===== src/rtl/endpoint_failure_breaker_unit_defines.svh =====
// Assertion macros for the breaker RTL, used in efb_core.
// Needs clk and rst_n in the scope where a macro is used.
`ifndef ENDPOINT_FAILURE_BREAKER_UNIT_DEFINES_SVH
`define ENDPOINT_FAILURE_BREAKER_UNIT_DEFINES_SVH

// same-cycle implication
`define EFB_ASSERT_NOW(lbl, ante, cons) \
  lbl: assert property (@(posedge clk) disable iff (!rst_n) (ante) |-> (cons)) \
    else $error("breaker assertion failed");

// next-cycle implication
`define EFB_ASSERT_NEXT(lbl, ante, cons) \
  lbl: assert property (@(posedge clk) disable iff (!rst_n) (ante) |=> (cons)) \
    else $error("breaker assertion failed");

`endif


===== src/rtl/efb_pkg.sv =====
// Package for the endpoint failure breaker: action codes, register
// indexes, config and result structs, saturating arithmetic helpers.
package efb_pkg;

  localparam logic [1:0] ACT_CALL    = 2'd0;
  localparam logic [1:0] ACT_QUERY   = 2'd1;
  localparam logic [1:0] ACT_CONN    = 2'd2;
  localparam logic [1:0] ACT_TIMEOUT = 2'd3;

  localparam int CFG_IDX_W  = 3;
  localparam int CFG_DATA_W = 16;

  localparam logic [CFG_IDX_W-1:0] REG_WINDOW_INTERVAL   = 3'd0;
  localparam logic [CFG_IDX_W-1:0] REG_MIN_FAIL_SPAN     = 3'd1;
  localparam logic [CFG_IDX_W-1:0] REG_CONSEC_FAIL_LIMIT = 3'd2;
  localparam logic [CFG_IDX_W-1:0] REG_MIN_TIMEOUTS      = 3'd3;
  localparam logic [CFG_IDX_W-1:0] REG_RATIO_Q8          = 3'd4;
  localparam logic [CFG_IDX_W-1:0] REG_RETRY_INTERVAL    = 3'd5;
  localparam logic [CFG_IDX_W-1:0] REG_MAX_CONN_ERRORS   = 3'd6;

  typedef struct packed {
    logic [15:0] window_interval;
    logic [15:0] min_fail_span;
    logic [15:0] consec_fail_limit;
    logic [15:0] min_timeouts;
    logic [8:0]  ratio_q8;
    logic [15:0] retry_interval;
    logic [7:0]  max_conn_errors;
  } cfg_t;

  typedef struct packed {
    logic is_active;
    logic may_send;
    logic just_disabled;
    logic just_enabled;
  } result_t;

  function automatic logic [31:0] sat_add(input logic [31:0] a, input logic [15:0] b);
    logic [32:0] s;
    s = {1'b0, a} + {17'd0, b};
    return s[32] ? 32'hFFFF_FFFF : s[31:0];
  endfunction

  function automatic logic [31:0] sat_inc(input logic [31:0] a);
    return (a == 32'hFFFF_FFFF) ? a : a + 32'd1;
  endfunction

endpackage


===== src/rtl/efb_if.sv =====
// Valid/ready channel interfaces for breaker transactions.
// Depends on nothing.
interface efb_in_if;
  logic        valid;
  logic        ready;
  logic [1:0]  action;
  logic [31:0] now_sec;
  logic        flag;
  modport source (output valid, action, now_sec, flag, input ready);
  modport sink   (input valid, action, now_sec, flag, output ready);
endinterface

interface efb_out_if;
  logic valid;
  logic ready;
  logic is_active;
  logic may_send;
  logic just_disabled;
  logic just_enabled;
  modport source (output valid, is_active, may_send, just_disabled, just_enabled,
                  input ready);
  modport sink   (input valid, is_active, may_send, just_disabled, just_enabled,
                  output ready);
endinterface


===== src/rtl/efb_cfg_regs.sv =====
// Configuration register file of the breaker, written through a plain port.
// Depends on efb_pkg.
module efb_cfg_regs
  import efb_pkg::*;
(
  input  logic                  clk,
  input  logic                  rst_n,
  input  logic                  we,
  input  logic [CFG_IDX_W-1:0]  idx,
  input  logic [CFG_DATA_W-1:0] wdata,
  output cfg_t                  cfg
);

  cfg_t cfg_r, cfg_nxt;

  always_comb begin
    cfg_nxt = cfg_r;
    if (we) begin
      unique case (idx)
        REG_WINDOW_INTERVAL:   cfg_nxt.window_interval   = wdata;
        REG_MIN_FAIL_SPAN:     cfg_nxt.min_fail_span     = wdata;
        REG_CONSEC_FAIL_LIMIT: cfg_nxt.consec_fail_limit = wdata;
        REG_MIN_TIMEOUTS:      cfg_nxt.min_timeouts      = wdata;
        REG_RATIO_Q8:          cfg_nxt.ratio_q8          = wdata[8:0];
        REG_RETRY_INTERVAL:    cfg_nxt.retry_interval    = wdata;
        REG_MAX_CONN_ERRORS:   cfg_nxt.max_conn_errors   = wdata[7:0];
        default:               cfg_nxt = cfg_r;
      endcase
    end
  end

  always_ff @(posedge clk) begin
    if (!rst_n) begin
      cfg_r.window_interval   <= 16'd60;
      cfg_r.min_fail_span     <= 16'd5;
      cfg_r.consec_fail_limit <= 16'd5;
      cfg_r.min_timeouts      <= 16'd2;
      cfg_r.ratio_q8          <= 9'd128;
      cfg_r.retry_interval    <= 16'd30;
      cfg_r.max_conn_errors   <= 8'd1;
    end else begin
      cfg_r <= cfg_nxt;
    end
  end

  assign cfg = cfg_r;

endmodule


===== src/rtl/efb_core.sv =====
// Breaker state registers and their combinational update for one transaction.
// Depends on efb_pkg and endpoint_failure_breaker_unit_defines.svh.
`include "endpoint_failure_breaker_unit_defines.svh"
module efb_core
  import efb_pkg::*;
(
  input  logic        clk,
  input  logic        rst_n,
  input  logic        step,
  input  logic [1:0]  action,
  input  logic [31:0] now_sec,
  input  logic        flag,
  input  cfg_t        cfg,
  output result_t     res
);

  logic        active_r, active_nxt;
  logic [31:0] total_r, total_nxt;
  logic [31:0] failed_r, failed_nxt;
  logic [31:0] run_r, run_nxt;
  logic [31:0] deadline_r, deadline_nxt;
  logic [31:0] win_end_r, win_end_nxt;
  logic [31:0] retry_r, retry_nxt;
  logic        err_latch_r, err_latch_nxt;
  logic [7:0]  err_cnt_r, err_cnt_nxt;
  logic        tmo_latch_r, tmo_latch_nxt;

  logic [31:0] total_inc, failed_inc, run_inc, deadline_new, retry_arm;
  logic [7:0]  err_cnt_inc;
  logic [40:0] fail_scaled, thresh;
  logic        may;

  assign total_inc    = sat_inc(total_r);
  assign failed_inc   = sat_inc(failed_r);
  assign run_inc      = sat_inc(run_r);
  assign deadline_new = (run_r == 32'd0) ? sat_add(now_sec, cfg.min_fail_span) : deadline_r;
  assign retry_arm    = sat_add(now_sec, cfg.retry_interval);
  assign err_cnt_inc  = (err_cnt_r == 8'hFF) ? err_cnt_r : err_cnt_r + 8'd1;
  assign fail_scaled  = {1'b0, failed_inc, 8'd0};
  assign thresh       = {32'd0, cfg.ratio_q8} * {9'd0, total_inc};

  always_comb begin
    active_nxt    = active_r;
    total_nxt     = total_r;
    failed_nxt    = failed_r;
    run_nxt       = run_r;
    deadline_nxt  = deadline_r;
    win_end_nxt   = win_end_r;
    retry_nxt     = retry_r;
    err_latch_nxt = err_latch_r;
    err_cnt_nxt   = err_cnt_r;
    tmo_latch_nxt = tmo_latch_r;
    may           = 1'b0;
    case (action)
      ACT_CALL: begin
        if (!active_r) begin
          if (!flag) begin
            active_nxt    = 1'b1;
            run_nxt       = 32'd0;
            win_end_nxt   = sat_add(now_sec, cfg.window_interval);
            total_nxt     = 32'd1;
            failed_nxt    = 32'd0;
            tmo_latch_nxt = 1'b0;
            err_latch_nxt = 1'b0;
          end
        end else begin
          total_nxt = total_inc;
          if (flag) begin
            failed_nxt   = failed_inc;
            deadline_nxt = deadline_new;
            run_nxt      = run_inc;
          end else begin
            run_nxt = 32'd0;
          end
          if (flag && run_inc >= {16'd0, cfg.consec_fail_limit} &&
              now_sec >= deadline_new) begin
            active_nxt = 1'b0;
            retry_nxt  = retry_arm;
          end else if (now_sec > win_end_r) begin
            win_end_nxt = sat_add(now_sec, cfg.window_interval);
            if (flag && failed_inc >= {16'd0, cfg.min_timeouts} && fail_scaled >= thresh) begin
              active_nxt = 1'b0;
              retry_nxt  = retry_arm;
            end else begin
              total_nxt  = 32'd0;
              failed_nxt = 32'd0;
            end
          end
        end
      end
      ACT_QUERY: begin
        if (active_r) begin
          may = 1'b1;
        end else if (now_sec >= retry_r) begin
          may       = 1'b1;
          retry_nxt = retry_arm;
        end
      end
      ACT_CONN: begin
        if (flag) begin
          if (!err_latch_r) begin
            err_cnt_nxt = err_cnt_inc;
            if (err_cnt_inc >= cfg.max_conn_errors) begin
              active_nxt    = 1'b0;
              retry_nxt     = retry_arm;
              err_latch_nxt = 1'b1;
            end
          end
        end else begin
          err_latch_nxt = 1'b0;
          err_cnt_nxt   = 8'd0;
          active_nxt    = 1'b1;
        end
      end
      default: begin
        if (flag != tmo_latch_r) begin
          tmo_latch_nxt = flag;
          if (flag) begin
            active_nxt = 1'b0;
            retry_nxt  = retry_arm;
          end
        end
      end
    endcase
  end

  always_ff @(posedge clk) begin
    if (!rst_n) begin
      active_r    <= 1'b1;
      total_r     <= '0;
      failed_r    <= '0;
      run_r       <= '0;
      deadline_r  <= '0;
      win_end_r   <= '0;
      retry_r     <= '0;
      err_latch_r <= 1'b0;
      err_cnt_r   <= '0;
      tmo_latch_r <= 1'b0;
    end else if (step) begin
      active_r    <= active_nxt;
      total_r     <= total_nxt;
      failed_r    <= failed_nxt;
      run_r       <= run_nxt;
      deadline_r  <= deadline_nxt;
      win_end_r   <= win_end_nxt;
      retry_r     <= retry_nxt;
      err_latch_r <= err_latch_nxt;
      err_cnt_r   <= err_cnt_nxt;
      tmo_latch_r <= tmo_latch_nxt;
    end
  end

  assign res.is_active     = active_nxt;
  assign res.may_send      = may;
  assign res.just_disabled = active_r & ~active_nxt;
  assign res.just_enabled  = ~active_r & active_nxt;

  `EFB_ASSERT_NEXT(a_hold_when_idle, !step, $stable(active_r) && $stable(retry_r))
  `EFB_ASSERT_NEXT(a_disable_arms_retry, step && res.just_disabled,
                   !active_r && retry_r >= $past(now_sec))
  `EFB_ASSERT_NOW(a_active_may_send, step && action == ACT_QUERY && active_r, res.may_send)
  `EFB_ASSERT_NOW(a_query_keeps_state, step && action == ACT_QUERY,
                  !res.just_disabled && !res.just_enabled)

endmodule


===== src/rtl/endpoint_failure_breaker_unit.sv =====
// Endpoint failure breaker: takes one transaction per clock while the sink
// is not stalling and returns one result per transaction (the transaction
// lands in the input register at acceptance, and the breaker update writes
// the output register when the core steps); a stalled sink holds the result
// there. Sustained rate is one transaction per cycle while the sink is ready;
// the limit is the state update loop, whose longest path is the 9 x 32 bit
// failure-ratio multiply. Configuration writes belong in idle periods only.
module endpoint_failure_breaker_unit
  import efb_pkg::*;
(
  input  logic                  clk,
  input  logic                  rst_n,
  efb_in_if.sink                in_if,
  efb_out_if.source             out_if,
  input  logic                  cfg_we,
  input  logic [CFG_IDX_W-1:0]  cfg_idx,
  input  logic [CFG_DATA_W-1:0] cfg_wdata
);

  cfg_t        cfg;
  result_t     res;
  logic        in_vld_r, out_vld_r;
  logic [1:0]  action_r;
  logic [31:0] now_r;
  logic        flag_r;
  result_t     out_r;
  logic        step;

  assign step         = in_vld_r & (~out_vld_r | out_if.ready);
  assign in_if.ready  = ~in_vld_r | step;

  always_ff @(posedge clk) begin
    if (!rst_n) begin
      in_vld_r  <= 1'b0;
      out_vld_r <= 1'b0;
    end else begin
      if (in_if.ready) in_vld_r <= in_if.valid;
      if (~out_vld_r | out_if.ready) out_vld_r <= in_vld_r;
    end
  end

  always_ff @(posedge clk) begin
    if (in_if.valid && in_if.ready) begin
      action_r <= in_if.action;
      now_r    <= in_if.now_sec;
      flag_r   <= in_if.flag;
    end
    if (step) out_r <= res;
  end

  efb_cfg_regs u_cfg (
    .clk   (clk),
    .rst_n (rst_n),
    .we    (cfg_we),
    .idx   (cfg_idx),
    .wdata (cfg_wdata),
    .cfg   (cfg)
  );

  efb_core u_core (
    .clk     (clk),
    .rst_n   (rst_n),
    .step    (step),
    .action  (action_r),
    .now_sec (now_r),
    .flag    (flag_r),
    .cfg     (cfg),
    .res     (res)
  );

  assign out_if.valid         = out_vld_r;
  assign out_if.is_active     = out_r.is_active;
  assign out_if.may_send      = out_r.may_send;
  assign out_if.just_disabled = out_r.just_disabled;
  assign out_if.just_enabled  = out_r.just_enabled;

endmodule

===== src/flat_wrapper.sv =====
// flat-port wrapper written by rule: the top's interface ports become plain ports
module endpoint_failure_breaker_unit_flat import efb_pkg::*;
  (clk, rst_n, cfg_we, cfg_idx, cfg_wdata, in_if_valid, in_if_action, in_if_now_sec, in_if_flag, in_if_ready, out_if_valid, out_if_is_active, out_if_may_send, out_if_just_disabled, out_if_just_enabled, out_if_ready);
  efb_in_if in_if_i ();
  efb_out_if out_if_i ();
  input  logic clk;
  input  logic rst_n;
  input  logic cfg_we;
  input  logic [CFG_IDX_W-1:0] cfg_idx;
  input  logic [CFG_DATA_W-1:0] cfg_wdata;
  input wire logic [$bits(in_if_i.valid)-1:0] in_if_valid;
  input wire logic [$bits(in_if_i.action)-1:0] in_if_action;
  input wire logic [$bits(in_if_i.now_sec)-1:0] in_if_now_sec;
  input wire logic [$bits(in_if_i.flag)-1:0] in_if_flag;
  output wire logic [$bits(in_if_i.ready)-1:0] in_if_ready;
  output wire logic [$bits(out_if_i.valid)-1:0] out_if_valid;
  output wire logic [$bits(out_if_i.is_active)-1:0] out_if_is_active;
  output wire logic [$bits(out_if_i.may_send)-1:0] out_if_may_send;
  output wire logic [$bits(out_if_i.just_disabled)-1:0] out_if_just_disabled;
  output wire logic [$bits(out_if_i.just_enabled)-1:0] out_if_just_enabled;
  input wire logic [$bits(out_if_i.ready)-1:0] out_if_ready;
  assign in_if_i.valid = in_if_valid;
  assign in_if_i.action = in_if_action;
  assign in_if_i.now_sec = in_if_now_sec;
  assign in_if_i.flag = in_if_flag;
  assign in_if_ready = in_if_i.ready;
  assign out_if_valid = out_if_i.valid;
  assign out_if_is_active = out_if_i.is_active;
  assign out_if_may_send = out_if_i.may_send;
  assign out_if_just_disabled = out_if_i.just_disabled;
  assign out_if_just_enabled = out_if_i.just_enabled;
  assign out_if_i.ready = out_if_ready;
  endpoint_failure_breaker_unit u_core (.clk(clk), .rst_n(rst_n), .in_if(in_if_i), .out_if(out_if_i), .cfg_we(cfg_we), .cfg_idx(cfg_idx), .cfg_wdata(cfg_wdata));
endmodule

===== config.mk =====
export PLATFORM = sky130hd
export DESIGN_NAME = endpoint_failure_breaker_unit_flat
export DESIGN_NICKNAME = d
export VERILOG_FILES = /design/src/rtl/efb_pkg.sv /design/src/rtl/efb_if.sv /design/src/rtl/efb_cfg_regs.sv /design/src/rtl/efb_core.sv /design/src/rtl/endpoint_failure_breaker_unit.sv /design/src/flat_wrapper.sv
export VERILOG_INCLUDE_DIRS = /design/src /design/src/rtl
export SDC_FILE = /design/constraint.sdc
export NUM_CORES = 2
export LEC_CHECK = 0
export BUFFER_PORTS_ARGS = -buffer_cell sky130_fd_sc_hd__buf_4
export CORE_MARGIN = 2
export CORE_UTILIZATION = 55
export DETAILED_ROUTE_END_ITERATION = 7
export PLACE_DENSITY = 0.71
export SLEW_MARGIN = 10
export SYNTH_ARGS = -nofsm -noshare
export SYNTH_HDL_FRONTEND = slang
export SYNTH_HIERARCHICAL = 1
export SYNTH_SLANG_ARGS = --single-unit
export TNS_END_PERCENT = 100

===== constraint.sdc =====
create_clock -name clk -period 11.4 [get_ports clk]
set_input_delay 0 -clock clk [delete_from_list [all_inputs] [get_ports clk]]
set_output_delay 0 -clock clk [all_outputs]
set_load 0.01 [all_outputs]

==> flow_metrics.tcl <==
set metrics [dict create \
    status "completed" \
    place_hpwl_mm 62.12 \
    power_leakage_nw 15.48 \
    place.port_buffers 64 \
    area_growth_pct 9.451 \
    grt_pass1_wl_mm 140.3 \
    reg2reg_slack_ps 740 \
    maxSlewHeadroom 0.1936 \
    cp-end-kind "flip-flop" \
    synthAdderAreaFrac 0.2508 \
    coreArea_um2 56390 \
    vias_per_cell 5.999 \
    post-route-min-period_ps 10660 \
    busiest_layer "met2" \
    synth_xor_area_frac 0.05048 \
    worstHoldPathCells 3 \
    cp_slowest_cell "fa_1" \
    hp-start "cfg_wdata[14]" \
    reg2reg_depth 34 \
    drive_gt1_frac 0.07049 \
    grt_pass1_vias 26680 \
    utilization 0.6096 \
    ys_async_sr_fraction 0 \
    syn_inst 3670 \
    diodes 0 \
    instances_no_fill 4473 \
    ys_seq_area_frac 0.2298 \
    clk_pin_slew_worst_paths_ps 60 \
    synth_cell_types 92 \
    start_util 0.5569 \
    avgSynthCellArea_um2 8.557 \
    required_ps 11860 \
    postLayoutSetupSlackWorst_ps 744.6 \
    clock_path_buffers 3 \
    dp_cells 4351 \
    ys_ff_latch 341 \
    yosys.area_share.simple 0.2022 \
    fillers 4968 \
    timing.final.crit_share 0.9347 \
    synth_flop_cell "dfxtp_1" \
    synth_compound_area_frac 0.1570 \
    grt_max_degree 89 \
    dr.pass1.iters 6 \
    hold_path_end "u_core/u_cfg/cfg[63]$_SDFFE_PN0P_" \
    ant_nets 0 \
    root_buffer "clkbuf_16" \
    whs_ps 41.60 \
    die_w_um 242.9 \
    grt_setup_unrepaired "false" \
    critical_path_class "flip-flop to flip-flop" \
    multi_input_area_um2 22230 \
    synth_top_family_by_area "adder cells" \
    pin_count 65 \
    drc 0 \
    place_ws_ps 699.7 \
    dieArea_um2 59020 \
    synth_edf_count 39 \
    power_mw 2.982 \
    synth_top_area_cell "dfxtp_1" \
    fmax_mhz 93.85 \
    skew_ps 28.64 \
    place_congestion 0.9166 \
    startpoint_type "flip-flop" \
    power_density_nw_per_um2 86.76 \
    nets 4246 \
    critPathArrivalTime_ps 11120 \
    worst_pin_slew_ps 1208 \
    cts-buffers-inserted 40 \
    clock-sinks 341 \
    use_met3 0.05551 \
    dr.first_iter.drc_count 2289 \
    detail_route.wl_per_cell_um 19.02 \
    clk_latency_ps 570 \
    hp-class "input pin to flip-flop" \
    r2r_start "u_core/u_core/total_r[26]$_SDFFE_PN0P_" \
    maxCapViolations 0 \
    grt_use_total 0.2921 \
    antenna_found_initial 0 \
    worst-path-max-fanout 10 \
    die_height_um 242.9 \
    fin_area_um2 34370 \
    regArea_um2 7218 \
    cts_tree "built" \
    synth_area_leaders "dfxtp_1 (19%), fa_1 (14%), ha_1 (11%), nand2_1 (4.7%), mux2i_1 (4.1%)" \
    synth_mux_area_frac 0.04439 \
    drv_slew 0 \
    netlist_area_um2 31400 \
    yosys_warnings 6 \
    syn_nets 4230 \
    wl_mm 85.08 \
    vias 26830 \
    grt_overflow 0 \
    critPathMaxStageDelay_ps 570 \
    grt_use_met1 0.4171 \
    finalSetupTns_ps 0 \
    htreeDepth 2 \
    placed_cell_area_um2 32500 \
    num_rows 87 \
    r2r_end "u_core/u_core/retry_r[21]$_SDFFE_PN0P_" \
    ir_drop_mv 0.1043 \
    synth_top_area_frac 0.1925 \
    grtUsageMet2 0.4531 \
    finalSetupViolCount 0 \
    hold_violations 0 \
]
flip-flops by register name, indices dropped and copies added (netlist names), 2 cells and up:
signal / count
u_core/u_core/win_end_r: 32
u_core/now_r: 32
u_core/u_core/total_r: 32
u_core/u_core/run_r: 32
u_core/u_core/failed_r: 32
u_core/action_r: 2
u_core/u_core/deadline_r: 32
u_core/u_core/err_cnt_r: 8
u_core/u_core/retry_r: 32
u_core/u_cfg/cfg: 97
layer usage:
layer	vias to the layer above	share of wire
met3	102	0.079
met1	12980	0.47
met2	909	0.43
met4	0	0.022
met5	-	0
li1	12840	-
power breakdown:
part / switching, mW / leakage (nW) / internal (mW)
clock: 0.535 / 0.663 / 0.783
combinational: 0.227 / 12.0 / 0.153
sequential: 0.0403 / 2.82 / 1.24
total: 0.801 / 15.5 / 2.18
logic make-up (layout without fill, tap and decap cells):
kind of cell | after synthesis | in the layout
compound gates | 723 | 723
xor+xnor | 181 | 181
fa+ha+maj | 501 | 501
buf+inv | 520 | 567
flops | 341 | 341
mux | 138 | 138
simple gates | 1266 | 1266
layout by cell type (no fill, tap or decap), types with 27 or more instances in the layout:
| master | instances |
|---|---|
| o21ai_0 | 139 |
| a21oi_1 | 176 |
| and3_1 | 35 |
| a21o_1 | 63 |
| inv_1 | 322 |
| nand2_1 | 390 |
| a311oi_1 | 37 |
| a31oi_1 | 34 |
| dfxtp_1 | 301 |
| edfxtp_1 | 39 |
| buf_4 | 119 |
| mux2i_1 | 128 |
| fa_1 | 214 |
| nand4_1 | 68 |
| nor2_1 | 237 |
| nor2b_1 | 65 |
| nor4_1 | 27 |
| xnor2_1 | 101 |
| xor2_1 | 77 |
| nand3_1 | 88 |
| ha_1 | 287 |
| clkbuf_16 | 44 |
| and2_1 | 168 |
| nor3_1 | 64 |
| dlygate4sd3_1 | 49 |
how the worst max path moves through the flow:
stage,startpoint,to,slack [ps],cells past startpoint
2_1_floorplan,u_core/u_core/total_r[26]$_SDFFE_PN0P_,u_core/u_core/retry_r[16]$_SDFFE_PN0P_,2440,38
3_3_place_gp,u_core/u_core/total_r[26]$_SDFFE_PN0P_,u_core/u_core/retry_r[31]$_SDFFE_PN0P_,960,35
3_5_place_dp,u_core/u_core/total_r[4]$_SDFFE_PN0P_,u_core/u_core/retry_r[17]$_SDFFE_PN0P_,700,35
4_1_cts,u_core/u_core/total_r[26]$_SDFFE_PN0P_,u_core/u_core/retry_r[21]$_SDFFE_PN0P_,650,35
5_1_grt,u_core/u_core/total_r[3]$_SDFFE_PN0P_,u_core/u_core/retry_r[31]$_SDFFE_PN0P_,120,34
6_report,u_core/u_core/total_r[26]$_SDFFE_PN0P_,u_core/u_core/retry_r[21]$_SDFFE_PN0P_,740,34
critical path: cells and delay by family (launching register included):
family                   cells  cell delay [ps]
AO/OA/AOI/OAI               12             3330
XOR/XNOR                     2              660
buffers and inverters        1               50
adder cells (fa/ha/maj)      6             2710
AND/OR/NAND/NOR             13             3350
flip-flops                   1              440
what timing repair did:
| action | in CTS | in global routing |
|---|---|---|
| hold endpoints to repair | 136 | 0 |
| setup endpoints to repair | 0 | 12 |
| buffers inserted | 0 | 0 |
| resized for setup | 0 | 3 |
| hold buffers | 49 | 0 |
cell type report:
cell class,count,share of cell area
clock buffers,61,0.03651
clock inverters,12,0.002949
inverters,325,0.03557
multi-input cells,2809,0.6469
flip-flops and latches,341,0.2100
well taps,756,0.02752
repair buffers,169,0.04059
Yosys cell counts, types with 19 or more instances:
cell and n:
nand2_1 390, inv_1 323, dfxtp_1 302, ha_1 287, nor2_1 243, fa_1 214
a21oi_1 177, and2_1 168, clkbuf_1 148, o21ai_0 139, mux2i_1 128, xnor2_1 103
nand3_1 88, xor2_1 78, nand4_1 68, nor2b_1 65, nor3_1 65, a21o_1 63
edfxtp_1 39, a311oi_1 37, and3_1 35, a31oi_1 34, buf_2 34, nor4_1 27
a211oi_1 25, o21a_1 25, o221a_2 24, a22oi_1 22, a32oi_1 20, or3_1 20
nand2b_1 19
Note: power is estimated with default switching activity, not from simulation.
